### src/rtl/hstc_pkg.sv
// Shared types, constants and the per-bit Exp-Golomb step for the slice type classifier.
// No dependencies.
package hstc_pkg;

    localparam int QUEUE_DEPTH = 2;
    localparam int QPTR_W      = (QUEUE_DEPTH > 1) ? $clog2(QUEUE_DEPTH) : 1;

    localparam logic [4:0] NAL_MASK  = 5'h1f;
    localparam logic [4:0] NAL_SPS   = 5'd7;
    localparam logic [3:0] IDX_MAX   = 4'd15;
    localparam logic [8:0] CODE_SAT  = 9'd256;
    localparam logic [7:0] SLICE_MAX = 8'd255;

    localparam logic [1:0] CLS_I = 2'd0;
    localparam logic [1:0] CLS_P = 2'd1;
    localparam logic [1:0] CLS_B = 2'd2;

    typedef enum logic [4:0] {
        PH_PFX1 = 5'b00001,
        PH_SFX1 = 5'b00010,
        PH_PFX2 = 5'b00100,
        PH_SFX2 = 5'b01000,
        PH_DONE = 5'b10000
    } phase_t;

    typedef struct packed {
        phase_t      phase;
        logic [5:0]  zero_run;
        logic [5:0]  suffix_left;
        logic [8:0]  code_value;
    } parse_st_t;

    typedef struct packed {
        logic [4:0] nal_type;
        logic [7:0] slice_code;
        logic       short_packet;
    } raw_t;

    localparam parse_st_t PARSE_CLEAR = '{phase: PH_PFX1, zero_run: 6'd0,
                                          suffix_left: 6'd0, code_value: 9'd0};

    function automatic parse_st_t take_bit(parse_st_t s, logic b, logic at_end,
                                           logic [5:0] max_prefix);
        parse_st_t  n;
        logic       proper;
        logic [5:0] sl;
        n      = s;
        proper = ~(~b & at_end);
        sl     = s.suffix_left - 6'd1;
        unique case (s.phase)
            PH_PFX1, PH_PFX2:
            begin
                if (!b && !at_end && (s.zero_run < max_prefix))
                begin
                    n.zero_run = s.zero_run + 6'd1;
                end
                else
                begin
                    n.suffix_left = s.zero_run;
                    n.code_value  = (s.zero_run < 6'd8)
                                    ? ((9'd1 << s.zero_run[2:0]) - 9'd1) : CODE_SAT;
                    n.zero_run    = 6'd0;
                    if (proper && (s.zero_run == 6'd0))
                    begin
                        n.phase = (s.phase == PH_PFX1) ? PH_PFX2 : PH_DONE;
                    end
                    else
                    begin
                        n.phase = (s.phase == PH_PFX1) ? PH_SFX1 : PH_SFX2;
                    end
                end
            end
            PH_SFX1, PH_SFX2:
            begin
                if (s.suffix_left != 6'd0)
                begin
                    n.suffix_left = sl;
                    if (b && (s.code_value < CODE_SAT) && (sl < 6'd8))
                    begin
                        n.code_value = s.code_value + (9'd1 << sl[2:0]);
                    end
                    if (sl == 6'd0)
                    begin
                        n.phase = (s.phase == PH_SFX1) ? PH_PFX2 : PH_DONE;
                    end
                end
            end
            PH_DONE:
            begin
                n = s;
            end
            default:
            begin
                n = s;
            end
        endcase
        return n;
    endfunction

endpackage

### src/rtl/hstc_parser.sv
// Front end: takes packet bytes, captures the NAL type and decodes both Exp-Golomb codes.
// Depends on hstc_pkg.
module hstc_parser
    import hstc_pkg::*;
#(
    parameter int HEADER_OFFSET = 4,
    parameter int MAX_PREFIX    = 32
)
(
    input  logic       clk,
    input  logic       rst_n,
    input  logic       take,
    input  logic [7:0] data_byte,
    input  logic       first_byte,
    input  logic       last_byte,
    output logic       raw_push,
    output raw_t       raw_data
);

    logic [3:0] byte_idx_reg, byte_idx_base, byte_idx_next;
    logic [4:0] nal_hold_reg, nal_hold_base, nal_hold_next;
    parse_st_t  st_reg, st_base, st_next;

    always_comb
    begin
        byte_idx_base = first_byte ? 4'd0 : byte_idx_reg;
        nal_hold_base = first_byte ? 5'd0 : nal_hold_reg;
        st_base       = first_byte ? PARSE_CLEAR : st_reg;

        nal_hold_next = nal_hold_base;
        st_next       = st_base;
        if (byte_idx_base == 4'(HEADER_OFFSET))
        begin
            nal_hold_next = data_byte[4:0] & NAL_MASK;
        end
        else if (byte_idx_base > 4'(HEADER_OFFSET))
        begin
            for (int k = 7; k >= 0; k--)
            begin
                st_next = take_bit(st_next, data_byte[k], last_byte && (k == 0),
                                   6'(MAX_PREFIX));
            end
        end
        byte_idx_next = (byte_idx_base < IDX_MAX) ? byte_idx_base + 4'd1 : byte_idx_base;
    end

    always_comb
    begin
        raw_push          = take & last_byte;
        raw_data.nal_type = nal_hold_next;
        if ((st_next.phase == PH_SFX2) || (st_next.phase == PH_DONE))
        begin
            raw_data.slice_code = (st_next.code_value > 9'd255) ? SLICE_MAX
                                                                : st_next.code_value[7:0];
        end
        else
        begin
            raw_data.slice_code = 8'd0;
        end
        raw_data.short_packet = (st_next.phase != PH_DONE);
    end

    always_ff @(posedge clk or negedge rst_n)
    begin
        if (!rst_n)
        begin
            byte_idx_reg <= 4'd0;
            nal_hold_reg <= 5'd0;
            st_reg       <= PARSE_CLEAR;
        end
        else if (take)
        begin
            if (last_byte)
            begin
                byte_idx_reg <= 4'd0;
                nal_hold_reg <= 5'd0;
                st_reg       <= PARSE_CLEAR;
            end
            else
            begin
                byte_idx_reg <= byte_idx_next;
                nal_hold_reg <= nal_hold_next;
                st_reg       <= st_next;
            end
        end
    end

endmodule

### src/rtl/hstc_queue.sv
// Short queue of parsed packet headers between the parser and the output stage.
// Depends on hstc_pkg.
module hstc_queue
    import hstc_pkg::*;
(
    input  logic clk,
    input  logic rst_n,
    input  logic wr_en,
    input  raw_t wr_data,
    output logic q_full,
    input  logic rd_en,
    output raw_t rd_data,
    output logic q_empty
);

    raw_t              slot_reg [QUEUE_DEPTH];
    logic [QPTR_W-1:0] wr_ptr_reg, rd_ptr_reg;
    logic [QPTR_W:0]   count_reg;
    logic              do_wr, do_rd;

    assign q_full  = (count_reg == (QPTR_W+1)'(QUEUE_DEPTH));
    assign q_empty = (count_reg == '0);
    assign do_wr   = wr_en & ~q_full;
    assign do_rd   = rd_en & ~q_empty;
    assign rd_data = slot_reg[rd_ptr_reg];

    always_ff @(posedge clk)
    begin
        if (do_wr)
        begin
            slot_reg[wr_ptr_reg] <= wr_data;
        end
    end

    always_ff @(posedge clk or negedge rst_n)
    begin
        if (!rst_n)
        begin
            wr_ptr_reg <= '0;
            rd_ptr_reg <= '0;
            count_reg  <= '0;
        end
        else
        begin
            if (do_wr)
            begin
                wr_ptr_reg <= (wr_ptr_reg == QPTR_W'(QUEUE_DEPTH - 1)) ? '0
                                                                       : wr_ptr_reg + 1'b1;
            end
            if (do_rd)
            begin
                rd_ptr_reg <= (rd_ptr_reg == QPTR_W'(QUEUE_DEPTH - 1)) ? '0
                                                                       : rd_ptr_reg + 1'b1;
            end
            if (do_wr && !do_rd)
            begin
                count_reg <= count_reg + 1'b1;
            end
            else if (do_rd && !do_wr)
            begin
                count_reg <= count_reg - 1'b1;
            end
        end
    end

endmodule

### src/rtl/hstc_emit.sv
// Back end: classifies a queued header into I/P/B, derives drop and flush, holds the result.
// Depends on hstc_pkg.
module hstc_emit
    import hstc_pkg::*;
(
    input  logic       clk,
    input  logic       rst_n,
    input  logic       q_empty,
    input  raw_t       q_data,
    output logic       q_pop,
    input  logic       pop,
    output logic       empty,
    output logic [4:0] nal_type,
    output logic [7:0] slice_code,
    output logic [1:0] frame_class,
    output logic       drop_packet,
    output logic       flush_queue,
    output logic       short_packet
);

    logic       valid_reg;
    logic [4:0] nal_reg;
    logic [7:0] slice_reg;
    logic [1:0] class_reg, class_next;
    logic       drop_reg, flush_reg, short_reg;
    logic       load;

    assign load  = ~q_empty & (~valid_reg | pop);
    assign q_pop = load;

    always_comb
    begin
        priority if ((q_data.slice_code == 8'd2) || (q_data.slice_code == 8'd4) ||
                     (q_data.slice_code == 8'd7) || (q_data.slice_code == 8'd9))
        begin
            class_next = CLS_I;
        end
        else if ((q_data.slice_code == 8'd1) || (q_data.slice_code == 8'd6))
        begin
            class_next = CLS_B;
        end
        else
        begin
            class_next = CLS_P;
        end
    end

    always_ff @(posedge clk)
    begin
        if (load)
        begin
            nal_reg   <= q_data.nal_type;
            slice_reg <= q_data.slice_code;
            class_reg <= class_next;
            drop_reg  <= (class_next == CLS_B);
            flush_reg <= (q_data.nal_type == NAL_SPS) && (class_next != CLS_B);
            short_reg <= q_data.short_packet;
        end
    end

    always_ff @(posedge clk or negedge rst_n)
    begin
        if (!rst_n)
        begin
            valid_reg <= 1'b0;
        end
        else if (load)
        begin
            valid_reg <= 1'b1;
        end
        else if (pop)
        begin
            valid_reg <= 1'b0;
        end
    end

    assign empty        = ~valid_reg;
    assign nal_type     = nal_reg;
    assign slice_code   = slice_reg;
    assign frame_class  = class_reg;
    assign drop_packet  = drop_reg;
    assign flush_queue  = flush_reg;
    assign short_packet = short_reg;

endmodule

### src/rtl/h264_slice_type_classifier_core.sv
// Slice type classifier top: parser front end, header queue, classify/output back end.
// Throughput: one byte per cycle while full is low; full rises only when two headers wait behind a held output.
// A result enters the queue at the edge accepting its last byte, then the output registers once they are free.
// Reset (rst_n, async, active low) clears the parser, empties the queue and the output stage.
// Depends on hstc_pkg, hstc_parser, hstc_queue, hstc_emit.
module h264_slice_type_classifier_core
    import hstc_pkg::*;
#(
    parameter int HEADER_OFFSET = 4,
    parameter int MAX_PREFIX    = 32
)
(
    input  logic       clk,
    input  logic       rst_n,
    input  logic       push,
    output logic       full,
    input  logic [7:0] data_byte,
    input  logic       first_byte,
    input  logic       last_byte,
    input  logic       pop,
    output logic       empty,
    output logic [4:0] nal_type,
    output logic [7:0] slice_code,
    output logic [1:0] frame_class,
    output logic       drop_packet,
    output logic       flush_queue,
    output logic       short_packet
);

    logic take;
    logic raw_push;
    raw_t raw_data;
    logic q_full, q_empty, q_pop;
    raw_t q_data;

    assign full = q_full;
    assign take = push & ~q_full;

    hstc_parser #(
        .HEADER_OFFSET (HEADER_OFFSET),
        .MAX_PREFIX    (MAX_PREFIX)
    ) u_parser (
        .clk        (clk),
        .rst_n      (rst_n),
        .take       (take),
        .data_byte  (data_byte),
        .first_byte (first_byte),
        .last_byte  (last_byte),
        .raw_push   (raw_push),
        .raw_data   (raw_data)
    );

    hstc_queue u_queue (
        .clk     (clk),
        .rst_n   (rst_n),
        .wr_en   (raw_push),
        .wr_data (raw_data),
        .q_full  (q_full),
        .rd_en   (q_pop),
        .rd_data (q_data),
        .q_empty (q_empty)
    );

    hstc_emit u_emit (
        .clk          (clk),
        .rst_n        (rst_n),
        .q_empty      (q_empty),
        .q_data       (q_data),
        .q_pop        (q_pop),
        .pop          (pop),
        .empty        (empty),
        .nal_type     (nal_type),
        .slice_code   (slice_code),
        .frame_class  (frame_class),
        .drop_packet  (drop_packet),
        .flush_queue  (flush_queue),
        .short_packet (short_packet)
    );

endmodule
### config.mk
export PLATFORM = sky130hd
export DESIGN_NAME = h264_slice_type_classifier_core
export DESIGN_NICKNAME = d
export VERILOG_FILES = /design/src/rtl/hstc_pkg.sv /design/src/rtl/hstc_parser.sv /design/src/rtl/hstc_queue.sv /design/src/rtl/hstc_emit.sv /design/src/rtl/h264_slice_type_classifier_core.sv
export SDC_FILE = /design/constraint.sdc
export NUM_CORES = 1
export LEC_CHECK = 0
export ABC_AREA = 1
export BUFFER_PORTS_ARGS = -buffer_cell sky130_fd_sc_hd__clkbuf_2
export CORE_MARGIN = 5
export CORE_UTILIZATION = 30
export CTS_BUF_LIST = sky130_fd_sc_hd__clkbuf_2
export CTS_CLUSTER_DIAMETER = 100
export CTS_CLUSTER_SIZE = 40
export DETAILED_ROUTE_END_ITERATION = 12
export PLACE_DENSITY = 0.52
export SKIP_CTS_REPAIR_TIMING = 1
export SKIP_LAST_GASP = 1
export SYNTH_ARGS = -nofsm -noshare
export SYNTH_HDL_FRONTEND = slang
export SYNTH_SLANG_ARGS = --single-unit
### constraint.sdc
create_clock -name clk -period 14.68 [get_ports clk]
set_input_delay 2.202 -clock clk [delete_from_list [all_inputs] [get_ports clk]]
set_output_delay 2.202 -clock clk [all_outputs]
set_load 0.01 [all_outputs]
==> metrics.txt, run 1 <==
Avg WL per Cell 15.7 um; CP Depth 69; Worst slew margin 38.0%; Clock Latency Late Sink 550 ps; post-synthesis net count 2917; GR Util All Layers 17.7%; final non-filler cell total 3558; crit-path leading delay family compound AO/OA/AOI/OAI gates; # setup viols final 0; clk slew on worst S/H paths 240 ps; Boundary Pins 34; Leak 9.45 nW; Place WS -138 ps; final worst path period share 92.7%; drt drc 0; H-tree levels 3; Worst Hold Depth 1; Synth Cell Area 16900 um2; Max Clock Skew 19.4 ps; Chip Width 247 um; crit path launch type primary input; CP most frequent cell a21oi_1; vias in the first global route 16400; CTS max path bufs 2; Power, Total 1.47 mW; post-synthesis average cell area 6.18 um2; ys flop type edfxtp_1; gpl congestion 0.869; FP Rows 87; cts bufs inserted 9; DR iter-0 viols 1317; antenna violations before repair 2; first-pass GRT wire length 88900 um; total clock sinks 85; pwr dens 79.9 nW/um2; CP peak stage delay 450 ps; Final Hold Fails 0; Largest register FFs 28; Core Area 56100 um2; Synth Register Bits 85; Worst Hold Class flip-flop to flip-flop; ANT nets after route 0; Final HPWL DP 46500 um; TNS Setup 0 ps; sequential share of the synthesized area 13.9%; vias 17600; Slew @ Worst Pin 929 ps; Post-Synthesis Cells 2732; synthesis-to-layout area growth 8.77%; fin crit period 13610 ps; Initial Utilization 30.1%; critical path's slowest cell fa_1; maximum VDD drop 0.0000597 V; final wirelength 55900 um; fin nets 2981; die area 61100 um2; crit path DAT 14020 ps; EDFF count, synth 45; worst hold margin 511 ps; CTS tree built; die height 247 um; reg2reg path depth 67; crit path capture type flip-flop; largest net degree at the start of global routing 41; drt pass-1 iters 5; routed vias/inst 4.95; Buf/Inv on CP 9; placed cell count 3538; Congestion Overflow GR 0; max_cap viols 0; post-route cell area 18400 um2; YS warnings 0; post-layout util 32.7%; Worst Path Max Fanout 8; CP required 15090 ps; setup ws final 1070 ps; I/O Buffers 33; run status finished, final reports clean; number of library cell types mapped by synthesis 77; Fmax achieved 73.5 MHz; fraction of registers with async set/reset 47.1%; share of post-route cells with drive strength above 1 13.8%; placed standard-cell area 18100 um2; max-slew violation count 0; root buffer cell clkbuf_2; CP Class primary input to flip-flop
==> worst reg2reg max path, delay by kind of cell, from the launching register on <==
kind / cells / cell delay (ps)
buf+inv: 7 / 700
xor+xnor: 2 / 390
flops: 1 / 480
simple gates: 22 / 2680
compound gates: 26 / 4590
fa+ha+maj: 10 / 3270
==> power by group <==
group | internal, mW | total [mW] | switching [mW]
Sequential | 0.305 | 0.323 | 0.0184
Combinational | 0.330 | 1.02 | 0.689
Clock | 0.0397 | 0.124 | 0.0846
==> cell usage after synthesis, drive strengths merged, types with 13 or more instances <==
| cell | number | area, um2 |
|---|---|---|
| a21oi | 152 | 780 |
| buf | 34 | 304 |
| dfrtp | 39 | 976 |
| edfxtp | 45 | 1350 |
| ha | 163 | 2040 |
| inv | 460 | 1740 |
| nand2 | 704 | 2880 |
| nand3 | 247 | 1490 |
| nand4 | 42 | 263 |
| nor2 | 353 | 1600 |
| nor3 | 38 | 195 |
| o211ai | 28 | 220 |
| o21ai | 177 | 938 |
| o21bai | 13 | 101 |
| o221ai | 15 | 131 |
| o22ai | 17 | 106 |
| xnor2 | 34 | 317 |
| xor2 | 50 | 445 |
==> final timing paths <==
path / slack, ps / from / endpoint
min reg2reg: 510 / u_queue.wr_ptr_reg / u_queue.wr_ptr_reg
max reg2reg: 2420 / u_parser.st_reg[10] / u_queue.slot_reg[0][7]
max: 1070 / first_byte / u_queue.slot_reg[0][7]
min: 510 / u_queue.wr_ptr_reg / u_queue.wr_ptr_reg
min in group asynchronous: 1670 / rst_n / u_parser.byte_idx_reg[0]
max in group asynchronous: 12630 / rst_n / u_parser.st_reg[21]
==> cell usage in the layout, fill, tap and decap left out, drive strengths merged, types with 8 or more instances in the layout <==
cell	Yosys	final
nand2	704	704
inv	460	462
nor2	353	353
nand3	247	247
o21ai	177	177
ha	163	163
a21oi	152	152
buf	34	64
xor2	50	50
edfxtp	45	45
nand4	42	42
clkbuf	11	42
dfrtp	39	39
nor3	38	38
xnor2	34	34
o211ai	28	28
o22ai	17	17
o221ai	15	15
o21bai	13	13
a22oi	11	11
or2	11	11
clkinv	9	10
fa	8	8
==> routing by layer <==
| metal | part of all wire [%] | routed length, um | GRT usage, % |
|---|---|---|---|
| met2 | 46 | 25800 | 29.9 |
| met1 | 49 | 27200 | 25.0 |
| met4 | 1.6 | 890 | 3.10 |
| met3 | 3.8 | 2110 | 1.26 |
| met5 | 0.013 | 7 | 0 |
==> cell families after synthesis <==
logic type / synth area share, %
buffers and inverters: 12.6
XOR/XNOR: 4.51
AND/OR/NAND/NOR: 39.0
multiplexers: 0.0593
AO/OA/AOI/OAI: 16.9
flip-flops: 13.9
adder cells (fa/ha/maj): 13.0
==> final cells by class <==
class / count / area [um2]
diodes: 1 / 2.50
clock buffers: 9 / 45.0
clock inverters: 7 / 73.8
fillers: 6367 / 37700
inverters: 469 / 1770
multi-input cells: 2134 / 12500
flip-flops and latches: 85 / 2350
well taps: 756 / 946
repair buffers: 97 / 649
Note: power is estimated with default switching activity, not from simulation.
==> inputs of run 2 (changes only) <==
--- a/config.mk
+++ b/config.mk
@@ -5,7 +5,6 @@
 export SDC_FILE = /design/constraint.sdc
 export NUM_CORES = 1
 export LEC_CHECK = 0
-export ABC_AREA = 1
 export BUFFER_PORTS_ARGS = -buffer_cell sky130_fd_sc_hd__clkbuf_2
 export CORE_MARGIN = 5
 export CORE_UTILIZATION = 30
==> metrics.txt, run 2 <==
clk slew on worst S/H paths 230 ps (was 240 ps); Max Clock Skew 47.5 ps (was 19.4 ps); Worst Path Max Fanout 8 (unchanged); leading area contributor after synthesis ha_1 (was nand2_1); Fmax achieved 71.2 MHz (was 73.5 MHz); Metal-1 WL 31400 um (was 27200 um); total clock sinks 85 (unchanged); vias 19000 (was 17600); Place WS -310 ps (was -138 ps); gpl congestion 0.945 (was 0.869); Initial Utilization 30.4% (was 30.1%); setup ws final 641 ps (was 1070 ps); Worst Hold Depth 2 (was 1); critical path's slowest cell a222oi_1 (was fa_1); Clock Latency Late Sink 590 ps (was 550 ps); I/O Buffers 33 (unchanged); Slew @ Worst Pin 1420 ps (was 929 ps); largest family of logic cells by synthesized area compound AO/OA/AOI/OAI gates (was simple AND/OR/NAND/NOR gates); post-synthesis net count 2439 (was 2917); crit path launch type primary input (unchanged); CTS max path bufs 2 (unchanged); Synth Cell Area 17200 um2 (was 16900 um2); EDFF count, synth 45 (unchanged); fin nets 2722 (was 2981); top cells by count, synth 226 x nand2_1, 163 x ha_1, 162 x nor2_1 (was 634 x nand2_1, 409 x inv_1, 298 x nor2_1); Boundary Pins 34 (unchanged); synthesis-to-layout area growth 21.1% (was 8.77%); max_cap viols 0 (unchanged); Post-Synth XOR/XNOR Area 5.77% (was 4.51%); post-route cell area 20800 um2 (was 18400 um2); compound-cell area share of the yosys netlist 32.1% (was 16.9%); placed standard-cell area 20200 um2 (was 18100 um2); # setup viols final 0 (unchanged); CP most frequent cell a21oi_1 (unchanged); drt drc 0 (unchanged); H-tree levels 3 (unchanged); final wirelength 66700 um (was 55900 um); crit path DAT 14390 ps (was 14020 ps); Worst slew margin 4.93% (was 38.0%); Post-Synth Adder-Cell Area 12.9% (was 13.0%); most frequent cells in the layout 327 x buf_4, 225 x nand2_1, 161 x nor2_1 (was 632 x nand2_1, 409 x inv_1, 295 x nor2_1); die area 62200 um2 (was 61100 um2); die height 249 um (was 247 um); CP Class primary input to flip-flop (unchanged); YS warnings 0 (unchanged); TNS Setup 0 ps (unchanged); Synth Area in Simple Gates 27.3% (was 39.0%); post-synthesis mux area share 3.33% (was 0.0593%); placed cell count 3266 (was 3538); main area contributors after synthesis ha_1 12%, edfxtp_1 7.9%, dfrtp_1 5.7%, nand2_1 4.9%, a21oi_1 4.0% (was nand2_1 14%, ha_1 12%, inv_1 9.1%, edfxtp_1 8.0%, nor2_1 6.6%); Hold Path End u_parser.st_reg[5] (was u_queue.wr_ptr_reg); post-synth top area share 11.9% (was 14.1%); routed vias/inst 5.75 (was 4.95); Synth Register Bits 85 (unchanged); sequential share of the synthesized area 13.7% (was 13.9%); antenna violations before repair 2 (unchanged); Largest register FFs 28 (unchanged); Final Hold Fails 0 (unchanged); highest metal used met5 (unchanged); max-slew violation count 0 (unchanged); Reg2Reg Setup Slack 1710 ps (was 2420 ps); DR iter-0 viols 1733 (was 1317); Final HPWL DP 55500 um (was 46500 um); Leak 8.95 nW (was 9.45 nW); ANT nets after route 0 (unchanged); final worst path period share 95.6% (was 92.7%); fillers 5993 (was 6367); share of post-route cells with drive strength above 1 21.7% (was 13.8%); root buffer cell clkbuf_2 (unchanged); FP Rows 87 (unchanged); reg2reg path depth 57 (was 67); Core Area 56600 um2 (was 56100 um2); pwr dens 96.8 nW/um2 (was 79.9 nW/um2); maximum VDD drop 0.0000453 V (was 0.0000597 V); commonest non-fill, non-tap cell in the layout buf_4 (was nand2_1); crit path capture type flip-flop (unchanged); cts bufs inserted 9 (unchanged); fraction of registers with async set/reset 47.1% (unchanged); final non-filler cell total 3299 (was 3558); first-pass GRT wire length 102000 um (was 88900 um); post-synthesis average cell area 7.62 um2 (was 6.18 um2); CTS tree built (unchanged); CP required 15030 ps (was 15090 ps); largest net degree at the start of global routing 41 (unchanged); vias in the first global route 17800 (was 16400); ys flop type edfxtp_1 (unchanged); Chip Width 249 um (was 247 um); Congestion Overflow GR 0 (unchanged); Post-Synthesis Cells 2254 (was 2732); met3 WL 4020 um (was 2110 um); HP Start u_parser.st_reg[5] (was u_queue.wr_ptr_reg); count leader, synth nand2_1 (unchanged); drt pass-1 iters 5 (unchanged); fin crit period 14040 ps (was 13610 ps); Worst Hold Class flip-flop to flip-flop (unchanged); number of library cell types mapped by synthesis 128 (was 77); Critical R2R Launch u_parser.st_reg[23] (was u_parser.st_reg[10]); GR Util All Layers 20.0% (was 17.7%); Avg WL per Cell 20.2 um (was 15.7 um); met2 WL post-DR 29700 um (was 25800 um); CP peak stage delay 590 ps (was 450 ps); run status finished, final reports clean (unchanged); Power, Total 2.01 mW (was 1.47 mW); R2R Path End u_queue.slot_reg[0][4] (was u_queue.slot_reg[0][7])
-- run 2: cell types whose count changed in the layout (fill, tap and decap cells not counted), sizes merged, moves of 34 or more --
cell / delta
nand2: -473
inv: -343
and3: +35
nand2b: +38
nor2: -186
nand3: -164
and2: +50
nor2b: +54
a21o: +43
nor3: +34
buf: +265
nor4: +35
-- run 2: worst max-delay path by stage --
stage / slack [ps] / to / cells after the start / startpoint
detailed placement: -310 / u_queue.slot_reg[1][8] / 71 / first_byte
floorplan: 20 / u_queue.slot_reg[0][7] / 65 / first_byte
finish: 640 / u_queue.slot_reg[0][4] / 74 / first_byte
CTS: 280 / u_queue.slot_reg[0][8] / 71 / first_byte
global route: -40 / u_queue.slot_reg[0][4] / 74 / first_byte
global placement: -30 / u_queue.slot_reg[0][7] / 70 / first_byte
-- run 2: through the flow --
stage	util, %	hold slack, ps
6_report	36.8	507
5_1_grt	36.8	546
4_1_cts	36.0	511
3_5_place_dp	35.8	462
3_3_place_gp	35.8	459
2_1_floorplan	-	442
-- run 2: cell families (layout without fill, tap and decap cells) --
family / Yosys count / in the layout
compound gates: 740 / 741
fa+ha+maj: 172 / 172
mux: 53 / 53
flops: 85 / 85
other cells: 0 / 1
buf+inv: 207 / 494
xor+xnor: 109 / 109
simple gates: 888 / 888
-- run 2: worst max-delay path: cells and delay by family --
| family | cells | cell delay (ps) |
|---|---|---|
| AO/OA/AOI/OAI | 31 | 5230 |
| AND/OR/NAND/NOR | 21 | 2720 |
| adder cells (fa/ha/maj) | 7 | 2350 |
| buffers and inverters | 14 | 1750 |
| XOR/XNOR | 1 | 150 |
-- run 2: final cells by class --
| cell class | count | area, um2 | area share (%) |
|---|---|---|---|
| antenna | 1 | 2.50 | 0.0120 |
| tap | 756 | 946 | 4.55 |
| clock buffer | 9 | 45.0 | 0.216 |
| multi-input combinational | 1963 | 14300 | 68.6 |
| clock inverter | 7 | 104 | 0.499 |
| timing repair buffer | 362 | 2650 | 12.7 |
| sequential | 85 | 2350 | 11.3 |
| inverter | 116 | 435 | 2.09 |
-- run 2: routing by layer --
layer / track usage (%) / vias up
met5: 0 / -
met4: 4.47 / 2
met3: 2.69 / 84
met2: 31.9 / 574
met1: 28.7 / 9205
li1: - / 9112
-- run 2: power breakdown --
group	total, mW	switching [mW]	internal, mW
sequential	0.320	0.0231	0.297
clock	0.145	0.0860	0.0585
combinational	1.55	0.917	0.632
